`config.mk`:
```
export PLATFORM = sky130hd
export DESIGN_NAME = signed_mul_div_mod_accumulator
export DESIGN_NICKNAME = d
export VERILOG_FILES = /design/src/rtl/smdma_pkg.sv /design/src/rtl/signed_mul_div_mod_accumulator.sv
export SDC_FILE = /design/constraint.sdc
export NUM_CORES = 1
export LEC_CHECK = 0
export BUFFER_PORTS_ARGS = -buffer_cell sky130_fd_sc_hd__buf_2
export CORE_MARGIN = 2
export CORE_UTILIZATION = 30
export DETAILED_ROUTE_END_ITERATION = 10
export PLACE_DENSITY_LB_ADDON = 0.08
export SLEW_MARGIN = 5
export SYNTH_ARGS = -nofsm -noshare
export SYNTH_HDL_FRONTEND = slang
export SYNTH_SLANG_ARGS = --single-unit
```
`constraint.sdc`:
```
create_clock -name clk -period 20.8 [get_ports clk]
set_input_delay 5.2 -clock clk [delete_from_list [all_inputs] [get_ports clk]]
set_output_delay 5.2 -clock clk [all_outputs]
set_load 0.005 [all_outputs]
```
`src/rtl/smdma_pkg.sv`:
```
`default_nettype none
// ----------------------------------------------------------------------------
// smdma_pkg: shared types for the signed multiply / divide / modulo accumulator
// Item formats, operation codes and sequencer states used by the block.
// ----------------------------------------------------------------------------
package smdma_pkg;

  // Width of the operand and value fields on the ports.
  localparam int DATA_W = 64;

  typedef enum logic [1:0] {
    OP_LOAD = 2'd0,
    OP_MUL  = 2'd1,
    OP_DIV  = 2'd2,
    OP_MOD  = 2'd3
  } smdma_op_t;

  typedef struct packed {
    smdma_op_t                 opcode;
    logic signed [DATA_W-1:0]  operand;
    logic                      dead_branch;
  } smdma_req_t;

  typedef struct packed {
    logic signed [DATA_W-1:0]  value;
    logic                      error;
  } smdma_rsp_t;

  typedef enum logic [2:0] {
    ST_IDLE,
    ST_NEG_A,
    ST_NEG_B,
    ST_MUL,
    ST_DIV,
    ST_FIX,
    ST_OUT
  } smdma_state_t;

endpackage : smdma_pkg
`default_nettype wire

```
`src/rtl/signed_mul_div_mod_accumulator.sv`:
```
`default_nettype none
// ----------------------------------------------------------------------------
// signed_mul_div_mod_accumulator: iterative signed multiply / divide / modulo
// A WIDTH-bit accumulator for a left-associative chain of mul, div and mod.
// ----------------------------------------------------------------------------
// Usage notes.
// Items arrive on the req channel (req_valid / req_ready) and every item
// produces exactly one result item on the rsp channel (rsp_valid / rsp_ready).
// A load item sets the accumulator to the operand and clears the sticky
// error flag. Multiply keeps the low WIDTH bits of the product; divide and
// modulo truncate toward zero. A zero divisor gives 0 and sets the error
// flag unless the item is marked dead_branch. While the flag is set, every
// item other than a load leaves the state unchanged.
// A load, any item while the error flag is set and a zero divisor go
// straight to the output stage; a multiply first runs the shift-add steps,
// and a divide or modulo takes magnitudes, divides and fixes the sign.
// All arithmetic runs through one WIDTH+1 bit adder/subtractor: shift-add
// for multiply, restoring division one quotient bit a cycle, and separate
// cycles for taking magnitudes and fixing the sign. A new item is taken
// only once the last result has been moved to the output register.
// The result sits in an output register. If the receiver stalls, the next
// item is still accepted and computed; it then waits until the output
// register has been taken. Reset clears the accumulator and the error flag
// and empties the output register.
// ----------------------------------------------------------------------------
module signed_mul_div_mod_accumulator #(
  parameter int WIDTH = 64
) (
  input  wire                        clk,
  input  wire                        rst,
  input  wire smdma_pkg::smdma_req_t req,
  input  wire                        req_valid,
  output logic                       req_ready,
  output smdma_pkg::smdma_rsp_t      rsp,
  output logic                       rsp_valid,
  input  wire                        rsp_ready
);

  import smdma_pkg::*;

  localparam int CNT_W = (WIDTH > 1) ? $clog2(WIDTH) : 1;

  // Architectural state.
  logic [WIDTH-1:0]  acc, acc_next;
  logic              err, err_next;

  // Sequencer and working registers.
  smdma_state_t      state, state_next;
  smdma_op_t         op, op_next;
  logic [WIDTH-1:0]  x, x_next;      // multiplicand, or dividend/quotient shifter
  logic [WIDTH-1:0]  y, y_next;      // multiplier shifter, or divisor magnitude
  logic [WIDTH-1:0]  p, p_next;      // product, or partial remainder
  logic [CNT_W-1:0]  cnt, cnt_next;
  logic              neg_q, neg_q_next;
  logic              neg_r, neg_r_next;
  logic [WIDTH-1:0]  res, res_next;
  logic              res_err, res_err_next;

  // Output register.
  smdma_rsp_t        rsp_next;
  logic              rsp_valid_next;

  // The shared adder/subtractor.
  logic [WIDTH:0]    alu_a, alu_b, alu_sum;
  logic              alu_sub;

  logic [WIDTH:0]    shifted;
  logic [WIDTH-1:0]  fix_sel;
  logic              fix_neg;
  logic signed [WIDTH-1:0] res_s;

  assign alu_sum = alu_a + (alu_sub ? ~alu_b : alu_b) + {{WIDTH{1'b0}}, alu_sub};
  assign shifted = {p, x[WIDTH-1]};
  assign fix_sel = (op == OP_MOD) ? p : x;
  assign fix_neg = (op == OP_MOD) ? neg_r : neg_q;
  assign res_s   = res;

  assign req_ready = (state == ST_IDLE);

  always_comb begin
    state_next     = state;
    acc_next       = acc;
    err_next       = err;
    op_next        = op;
    x_next         = x;
    y_next         = y;
    p_next         = p;
    cnt_next       = cnt;
    neg_q_next     = neg_q;
    neg_r_next     = neg_r;
    res_next       = res;
    res_err_next   = res_err;
    rsp_next       = rsp;
    rsp_valid_next = rsp_valid && !rsp_ready;
    alu_a          = '0;
    alu_b          = '0;
    alu_sub        = 1'b0;

    unique case (state)
      ST_IDLE: begin
        if (req_valid) begin
          op_next    = req.opcode;
          x_next     = acc;
          y_next     = req.operand[WIDTH-1:0];
          p_next     = '0;
          cnt_next   = CNT_W'(WIDTH - 1);
          neg_q_next = acc[WIDTH-1] ^ req.operand[WIDTH-1];
          neg_r_next = acc[WIDTH-1];
          res_err_next = err;
          if (req.opcode == OP_LOAD) begin
            res_next     = req.operand[WIDTH-1:0];
            res_err_next = 1'b0;
            state_next   = ST_OUT;
          end else if (err) begin
            res_next   = acc;
            state_next = ST_OUT;
          end else if (req.opcode == OP_MUL) begin
            state_next = ST_MUL;
          end else if (req.operand[WIDTH-1:0] == '0) begin
            // Division by zero: result 0, flag unless the branch is dead.
            res_next     = '0;
            res_err_next = !req.dead_branch;
            state_next   = ST_OUT;
          end else begin
            state_next = ST_NEG_A;
          end
        end
      end

      ST_NEG_A: begin
        alu_a   = '0;
        alu_b   = {1'b0, x};
        alu_sub = 1'b1;
        if (x[WIDTH-1]) begin
          x_next = alu_sum[WIDTH-1:0];
        end
        state_next = ST_NEG_B;
      end

      ST_NEG_B: begin
        alu_a   = '0;
        alu_b   = {1'b0, y};
        alu_sub = 1'b1;
        if (y[WIDTH-1]) begin
          y_next = alu_sum[WIDTH-1:0];
        end
        state_next = ST_DIV;
      end

      ST_MUL: begin
        alu_a   = {1'b0, p};
        alu_b   = {1'b0, x};
        alu_sub = 1'b0;
        if (y[0]) begin
          p_next = alu_sum[WIDTH-1:0];
        end
        x_next   = x << 1;
        y_next   = y >> 1;
        cnt_next = cnt - 1'b1;
        if (cnt == '0) begin
          res_next   = y[0] ? alu_sum[WIDTH-1:0] : p;
          state_next = ST_OUT;
        end
      end

      ST_DIV: begin
        // Restoring step: bring in the next dividend bit, try the divisor.
        alu_a   = shifted;
        alu_b   = {1'b0, y};
        alu_sub = 1'b1;
        if (!alu_sum[WIDTH]) begin
          p_next = alu_sum[WIDTH-1:0];
        end else begin
          p_next = shifted[WIDTH-1:0];
        end
        x_next   = {x[WIDTH-2:0], !alu_sum[WIDTH]};
        cnt_next = cnt - 1'b1;
        if (cnt == '0) begin
          state_next = ST_FIX;
        end
      end

      ST_FIX: begin
        alu_a   = '0;
        alu_b   = {1'b0, fix_sel};
        alu_sub = 1'b1;
        res_next   = fix_neg ? alu_sum[WIDTH-1:0] : fix_sel;
        state_next = ST_OUT;
      end

      ST_OUT: begin
        if (!rsp_valid || rsp_ready) begin
          acc_next       = res;
          err_next       = res_err;
          rsp_next.value = DATA_W'(res_s);
          rsp_next.error = res_err;
          rsp_valid_next = 1'b1;
          state_next     = ST_IDLE;
        end
      end

      default: begin
        state_next = ST_IDLE;
      end
    endcase
  end

  always_ff @(posedge clk) begin
    if (rst) begin
      state     <= ST_IDLE;
      acc       <= '0;
      err       <= 1'b0;
      rsp_valid <= 1'b0;
    end else begin
      state     <= state_next;
      acc       <= acc_next;
      err       <= err_next;
      rsp_valid <= rsp_valid_next;
    end
  end

  always_ff @(posedge clk) begin
    op      <= op_next;
    x       <= x_next;
    y       <= y_next;
    p       <= p_next;
    cnt     <= cnt_next;
    neg_q   <= neg_q_next;
    neg_r   <= neg_r_next;
    res     <= res_next;
    res_err <= res_err_next;
    rsp     <= rsp_next;
  end

endmodule : signed_mul_div_mod_accumulator
`default_nettype wire

```
* After elaboration in Yosys (flattened, before gate mapping)
Index checks and enable logic that the tools add are counted.
** Word-level totals
- Flip-flop bits (word level) :: 401
- Bits of input ports :: 71
- Logic and storage cells :: 107
** Cells by class
- Add/subtract/negate cells :: 3
- Eq/ne operators :: 16
- Multiplexer cells :: 40
- Bitwise gates (word level) :: 2
- Reduce and logical (&&, ||, !) cells :: 29
** Operators by type and width (number)
- two-way mux 64 bit :: 15
- one-hot mux 64 bit (3 select lines) :: 4
- one-hot mux 64 bit (4 select lines) :: 1
- one-hot mux 65 bit (2 select lines) :: 1
- adder 65 x 1 -> 65 bit :: 1
- adder 65 bit :: 1
- two-way mux 65 bit :: 1
- inverter 65 bit :: 1
- logical NOT 64 bit :: 1
- two-way mux 3 bit :: 8
- one-hot mux 3 bit (7 select lines) :: 1
- != test 2 bit, second input constant :: 6
- one-hot mux 6 bit (2 select lines) :: 1
- AND reduction 2 bit :: 6
- equality test 3 bit, second input constant :: 3
- nonzero test 3 bit :: 3
- two-way mux 1 bit :: 7
- equality test 3 x 2 -> 1 bit, second input constant :: 2
- logical NOT 6 bit :: 1
- two-way mux 6 bit :: 1
- AND reduction 3 bit :: 2
- OR reduction 2 bit :: 3
- subtractor 6 x 1 -> 6 bit, second input constant :: 1
- AND reduction 5 bit :: 1
- 15 further kinds :: 18

* Depth between registers and ports, before layout
Gate-level depths: netlist of the first run.
- Word-level depth :: 10
- Mapped depth :: 24
- Depth with buffers taken out :: 18

* Worst setup path before layout of the first run
OpenSTA, ideal clock, no wires.
- Kind :: in2reg
- Start point :: input req_valid
- End point :: register y[0] (enable)
- Library setup time :: 578 ps
- Arrival time :: 9970 ps
- Slack :: 10252 ps
- Cell stages on the path :: 2
- Path through :: a21oi_1 > a211oi_1
** Between the ends
- Cells in the longest elaborated chain, start to end :: 2
** Ends and longest elaborated chain
- start, declared :: RTL line signed_mul_div_mod_accumulator.sv:32 : input wire req_valid,
- != test 2 bit (no line)
- AND reduction 3 bit (no line)
- end signal, assigned :: RTL line signed_mul_div_mod_accumulator.sv:225 : y <= y_next;
- end, declared :: RTL line signed_mul_div_mod_accumulator.sv:51 : logic [WIDTH-1:0] y, y_next;
No other way between the ends.
A chain may end at the register's enable or synchronous reset.

* Worst setup path in the final report of the first run
- Start point :: input req[43] in the netlist's numbering
- End point :: register res[15] (enable)
** Between the ends
- Cells in the longest elaborated chain, start to end :: 3
** Ends and longest elaborated chain
- start, declared :: RTL line signed_mul_div_mod_accumulator.sv:31 : input wire smdma_pkg::smdma_req_t req,
- logical NOT 64 bit :: RTL line signed_mul_div_mod_accumulator.sv:119 : end else if (req.operand[WIDTH-1:0] == '0) begin
- != test 4 x 1 -> 1 bit (no line)
- AND reduction 5 bit (no line)
- end signal, assigned :: RTL line signed_mul_div_mod_accumulator.sv:230 : res <= res_next;
- end, declared :: RTL line signed_mul_div_mod_accumulator.sv:56 : logic [WIDTH-1:0] res, res_next;
No other way between the ends.

==> results_dict.tcl, run 1 <==
set metrics [dict create \
    setup_ws_ps 11740 \
    ir_drop_v 0.000101 \
    worst_pin_slew_ps 1190 \
    h-tree-depth 2 \
    synth_xor_area_share_pct 2.20 \
    viasPerCell 6.39 \
    fmax_ghz 0.110 \
    power-per-cell-area_mw_per_mm2 178 \
    finalClockSkew_ps 30.3 \
    cp.depth 8 \
    clk_latency_ps 620 \
    syn2layout_area_growth_pct 13.6 \
    grt_pass1_vias 24133 \
    endpoint "res[15]" \
    status "finished, final reports clean" \
    routed_wl_um 134000 \
    tns_ps 0 \
    synthSimpleGateAreaFrac_pct 14.4 \
    fin_nets 3089 \
    intPower_mw 2.60 \
    ys_seq_area_share_pct 42.9 \
    clk_pin_slew_ps 60 \
    cts_buffers 50 \
    final_area_mm2 0.0301 \
    finalMaxSlewViolations 0 \
    slew_headroom_pct 21.0 \
    hold_viol 0 \
    synth_cells 2938 \
    gp_congestion 0.928 \
    synth_nets 3075 \
    first_pass_iters 9 \
    ctsHoldBuffers 0 \
    synthArstFlopShare_pct 0 \
    path_cells "buf_2, nor4_2, nand4_1, nor4_1, nand2_1, a21oi_1, a32o_4, buf_4" \
    dieHeight_um 301 \
    cts_root_buf "clkbuf_16" \
    post_cts_buffers 0 \
    drtIter0Drc 4236 \
    post_cts_resized 0 \
    drtAntennaViolNets 0 \
    path_max_fanout 36 \
    synthMuxAreaShare_pct 3.38 \
    pwr-share-clk_pct 18.0 \
    io_buffers 137 \
    path_delay_family "simple AND/OR/NAND/NOR gates" \
    synth_top_family_by_area "compound AO/OA/AOI/OAI gates" \
    synthAdderAreaFrac_pct 3.15 \
    die_area_mm2 0.0906 \
    combPwrFrac_pct 52.9 \
    r2r-start "state[0]" \
    drive_above_1_share_pct 11.8 \
    synth-seq-cells 401 \
    cts.path.max_buffers 3 \
    grt_max_degree 70 \
    switching_share_pct 51.3 \
    r2r-end "p[15]" \
    crit_type "input port to flip-flop" \
    fin_crit_ps 9060 \
    seqPwrFrac_pct 29.2 \
    slowest_delay_ps 930 \
    grt_antenna_before_repair 9 \
    clkSinkCount 401 \
    synthDistinctLibCells 92 \
    finalCritPeriodShare_pct 43.6 \
    ff2ff_path_depth 21 \
    p_switching_mw 2.74 \
    start_util_pct 30.4 \
    r2r_slack_ps 12540 \
    chipWidth_um 301 \
    std_cell_rows 108 \
    setup_viol 0 \
    synth_area_per_cell_um2 9.00 \
    netlist_area_mm2 0.0265 \
    ios 138 \
    crit_path_start_kind "input port" \
    grt_use_total_pct 28.5 \
    worstPathBufferInverterCount 2 \
    max_cap_viol_count 0 \
    crit_path_start "req[43]" \
    synth_edf_count 332 \
    drc_errors 0 \
    overflow 0 \
    crit_path_top_delay_cell "nor4_2" \
    grt_first_pass_wirelength_um 187000 \
    dr_total_vias 26524 \
    wl_per_cell_um 32.2 \
    hpwl_um 90700 \
    fillers 8956 \
    core_area_mm2 0.0870 \
    yosys_warnings 0 \
    hold_class "flip-flop to flip-flop" \
    dp_slack_ps 11010 \
    rsz0062_at_grt "false" \
    synth_compound_area_share_pct 29.3 \
    synth_ff_type "edfxtp_1" \
    cts_tree "yes" \
    crit_arrival_ps 9290 \
    end_kind "flip-flop" \
    p_leak_nw 11.3 \
    worstPathRequired_ps 21030 \
    postPlaceCellArea_mm2 0.0283 \
]
-- placed cells by master (no fill, tap or decap), types with 21 or more instances in the layout --
cell / count
o21ai_1: 25
a21oi_1: 375
a222oi_1: 49
and3_1: 48
a22oi_1: 96
nor2_1: 167
nand3_1: 65
dfxtp_1: 66
a21o_1: 38
nor4_1: 25
inv_1: 76
xnor2_1: 35
o21ai_0: 209
nand2_1: 361
or3_1: 29
buf_2: 137
xor2_1: 21
a22o_1: 60
mux2i_1: 76
nor3_1: 43
ha_1: 65
buf_4: 62
o22a_1: 42
clkbuf_16: 51
edfxtp_1: 332
o22ai_1: 68
-- final cells by class --
type / instances / area (um^2) / share of cell area [%]
inverters: 78 / 298 / 0.991
flip-flops and latches: 401 / 11400 / 37.8
multi-input cells: 2222 / 14000 / 46.7
clock inverters: 28 / 372 / 1.24
diodes: 4 / 10.0 / 0.0333
well taps: 1155 / 1450 / 4.81
clock buffers: 66 / 1390 / 4.63
repair buffers: 199 / 1150 / 3.83
-- power by group through the flow --
stage / logic (mW) / clock network, mW / registers [mW]
2_1_floorplan: 1.77 / 0 / 1.41
3_3_place_gp: 2.73 / 0 / 1.55
3_5_place_dp: 2.74 / 0 / 1.55
4_1_cts: 2.75 / 0.968 / 1.53
5_1_grt: 2.98 / 0.996 / 1.57
6_report: 2.83 / 0.960 / 1.56
-- metrics by stage --
stage / hold WS (ps) / power [mW] / utilization (%) / instances
2_1_floorplan: 426 / 3.18 / - / 2938
3_3_place_gp: 438 / 4.28 / 32.5 / 4055
3_5_place_dp: 437 / 4.29 / 32.5 / 4055
4_1_cts: 450 / 5.25 / 34.5 / 4149
5_1_grt: 462 / 5.55 / 34.5 / 4151
6_report: 451 / 5.35 / 34.5 / 4153
-- registers in the layout, indices dropped and copies added (netlist names) --
signal     flops
rsp_valid      1
op             2
state          3
p             64
cnt            6
acc           64
err            1
neg_r          1
res           64
x             64
neg_q          1
rsp           65
res_err        1
y             64
-- Yosys cell counts (7+ instances only) --
library cell	count	area share [%]
xor2_1	21	0.70
nor2_1	172	2.4
o31ai_1	9	0.26
a31oi_1	10	0.24
a22oi_1	96	2.7
a21o_1	38	1.1
buf_2	18	0.34
ha_1	65	3.1
edfxtp_1	332	38
or2_2	7	0.17
or3_1	29	0.69
mux2i_1	77	2.9
nand2b_1	8	0.19
o311ai_1	8	0.26
nor3_1	43	0.81
a222oi_1	49	1.9
inv_1	78	1.1
and2_1	9	0.21
o21a_1	8	0.23
o21ai_1	24	0.45
a211oi_1	11	0.31
a211o_1	12	0.40
nand3_1	67	1.3
nand2_1	368	5.2
dfxtp_1	69	5.2
o21bai_1	13	0.37
a221o_1	15	0.57
and3_1	48	1.1
a22o_1	60	2.0
buf_1	16	0.23
xnor2_1	35	1.2
o22ai_1	68	1.6
nand4_1	20	0.47
o21ai_0	211	4.0
a32o_1	20	0.76
clkbuf_1	195	2.8
a21oi_1	376	7.1
o211ai_1	15	0.43
nor4_1	26	0.61
a311o_1	20	0.76
a221oi_1	8	0.26
nor2b_1	8	0.19
o221ai_1	16	0.53
mux2_2	11	0.47
o22a_1	42	1.4
-- metal layers --
layer	wire, um	up-vias	global-route usage (%)
li1	-	11348	-
met1	59500	13202	42.2
met2	54100	1770	39.7
met3	16600	198	8.33
met4	3430	6	7.52
met5	40	-	0
-- worst min-delay path by stage --
stage / start / end / cells past startpoint
finish: res[5] / rsp[6] / 0
detailed placement: res[1] / rsp[2] / 0
global placement: res[4] / rsp[5] / 0
CTS: res[1] / rsp[2] / 0
floorplan: res_err / rsp[0] / 0
global route: res[4] / rsp[5] / 0
-- cells by family (layout without fill, tap and decap cells) --
| kind of cell | Yosys count | after routing |
|---|---|---|
| mux | 88 | 88 |
| simple gates | 836 | 836 |
| buf+inv | 315 | 371 |
| flops | 401 | 401 |
| other cells | 0 | 4 |
| compound gates | 1171 | 1171 |
| xor+xnor | 61 | 61 |
| fa+ha+maj | 66 | 66 |
(Power assumes the default switching activity.)
==> inputs of run 2 (changes only) <==
==> constraint.sdc (replaced) <==
create_clock -name clk -period 8.8 [get_ports clk]
set_input_delay 2.2 -clock clk [delete_from_list [all_inputs] [get_ports clk]]
set_output_delay 2.2 -clock clk [all_outputs]
set_load 0.005 [all_outputs]
==> run 2 against run 1 <==
  * Sequential cell count did not move
  * Sequential power rose by 140%
  * Register-to-register slack got worse by 11000 ps
  * Clock power rose by 110%
  * Critical path type is now flip-flop to flip-flop
  * Critical endpoint is now p[15]
  * Largest power group unchanged
==> results_dict.tcl, run 2 (synthesized netlist as in run 1, its figures left out) <==
set metrics [dict create \
    status "finished, final reports clean" \
    fin_nets 3086 \
    die_area_mm2 0.0906 \
    slew_headroom_pct 12.8 \
    setup_ws_ps 1750 \
    final_area_mm2 0.0298 \
    dp_cells 4055 \
    clk_latency_ps 620 \
    finalCritPeriodShare_pct 80.1 \
    gp_congestion 0.908 \
    grt_use_total_pct 29.3 \
    ios 138 \
    overflow 0 \
    largest_reg_flops 65 \
    hold_class "flip-flop to flip-flop" \
    multi_input_area_mm2 0.0140 \
    crit_path_top_delay_cell "nor2_4" \
    routed_wl_um 136000 \
    crit_type "flip-flop to flip-flop" \
    hold_depth 0 \
    hold_viol 0 \
    path_max_fanout 40 \
    worst_pin_slew_ps 1310 \
    post_cts_resized 0 \
    grt_antenna_before_repair 8 \
    wl_per_cell_um 32.9 \
    clkSinkCount 401 \
    grt_first_pass_wirelength_um 192000 \
    hpwl_um 94500 \
    crit_path_start_kind "flip-flop" \
    ff2ff_path_depth 19 \
    regArea_mm2 0.0114 \
    drtAntennaViolNets 0 \
    fin_util_pct 34.3 \
    layout_commonest_cell "a21oi_1" \
    setup_viol 0 \
    postPlaceCellArea_mm2 0.0283 \
    core_area_mm2 0.0870 \
    io_buffers 137 \
    fin_crit_ps 7050 \
    drtIter0Drc 4149 \
    start_util_pct 30.4 \
    post_cts_buffers 0 \
    max_cap_viol_count 0 \
    cts_buffers 47 \
    clk_pin_slew_ps 70 \
    regMostFlops "rsp" \
    drc_errors 0 \
    viasPerCell 6.38 \
    ctsHoldBuffers 0 \
    crit_arrival_ps 7400 \
    dieHeight_um 301 \
    tns_ps 0 \
    end_kind "flip-flop" \
    std_cell_rows 108 \
    power-per-cell-area_mw_per_mm2 421 \
    ir_drop_v 0.000242 \
    grt_pass1_vias 24513 \
    cts_root_buf "clkbuf_16" \
    path_delay_family "simple AND/OR/NAND/NOR gates" \
    worstPathRequired_ps 9160 \
    cts.path.max_buffers 3 \
    h-tree-depth 2 \
    dp_slack_ps 1910 \
    rsz0062_at_grt "false" \
    syn2layout_area_growth_pct 12.8 \
    fmax_ghz 0.142 \
    fillers 9076 \
    final_cells 4143 \
    worstPathBufferInverterCount 3 \
    first_pass_iters 6 \
    dr_total_vias 26450 \
    finalClockSkew_ps 22.3 \
    drive_above_1_share_pct 11.3 \
    chipWidth_um 301 \
    p_leak_nw 11.1 \
    path_cells "inv_1, nor2_1, nand2_1, buf_4, nor2_4, a22oi_1, a32o_1, ha_1, nand2_1, nor4_2, nor3b_2, and4_1, nand3_1, a31oi_2, o21ai_4, xnor2_4, buf_4, nor2_2, a221o_1" \
    grt_max_degree 107 \
    mostFrequentLayoutCells "375 x a21oi_1, 362 x nand2_1, 332 x edfxtp_1" \
    cp.depth 19 \
    slowest_delay_ps 750 \
    finalMaxSlewViolations 0 \
    cts_tree "yes" \
]
[run 2: final cells by class]
type	instances	share of cell area, %
Clock inverter	22	0.621
Sequential cell	401	38.1
Multi-Input combinational cell	2222	47.0
Timing Repair Buffer	199	4.09
Clock buffer	65	4.34
Inverter	78	0.998
Antenna cell	1	0.00839
Tap cell	1155	4.85
[run 2: layer usage]
metal,global-route usage (%),share of wire [%],up-vias
met5,0,0.026,-
met4,8.93,3.1,6
met3,7.95,12,213
met2,38.5,39,1642
met1,45.5,47,13254
li1,-,-,11335
[run 2: report_power, final]
| part | internal (mW) | leakage [nW] | switching [mW] |
|---|---|---|---|
| registers | 2.94 | 3.77 | 0.799 |
| logic | 1.88 | 6.65 | 4.94 |
| clock network | 1.09 | 0.723 | 0.888 |
[run 2: stage by stage]
stage                     total power, mW  hold WS [ps]
final                                12.5           452
after global routing                 13.0           462
after CTS                            12.3           451
after detailed placement             10.3           432
after global placement               10.3           435
after floorplan                      7.52           426
[run 2: worst paths after layout]
path | start | end | slack, ps
max | state[0] | p[15] | 1750
min | res[23] | rsp[24] | 450
max reg2reg | state[0] | p[15] | 1750
min reg2reg | res[23] | rsp[24] | 450
[run 2: worst reg2reg max path, stage by stage, from the launching register on]
cell and delay (ps):
dfxtp_4 680, inv_1 130, nor2_1 370, nand2_1 210, buf_4 300, nor2_4 760, a22oi_1 280, a32o_1 330
ha_1 440, nand2_1 170, nor4_2 390, nor3b_2 280, and4_1 230, nand3_1 90, a31oi_2 240, o21ai_4 150
xnor2_4 650, buf_4 430, nor2_2 240, a221o_1 430
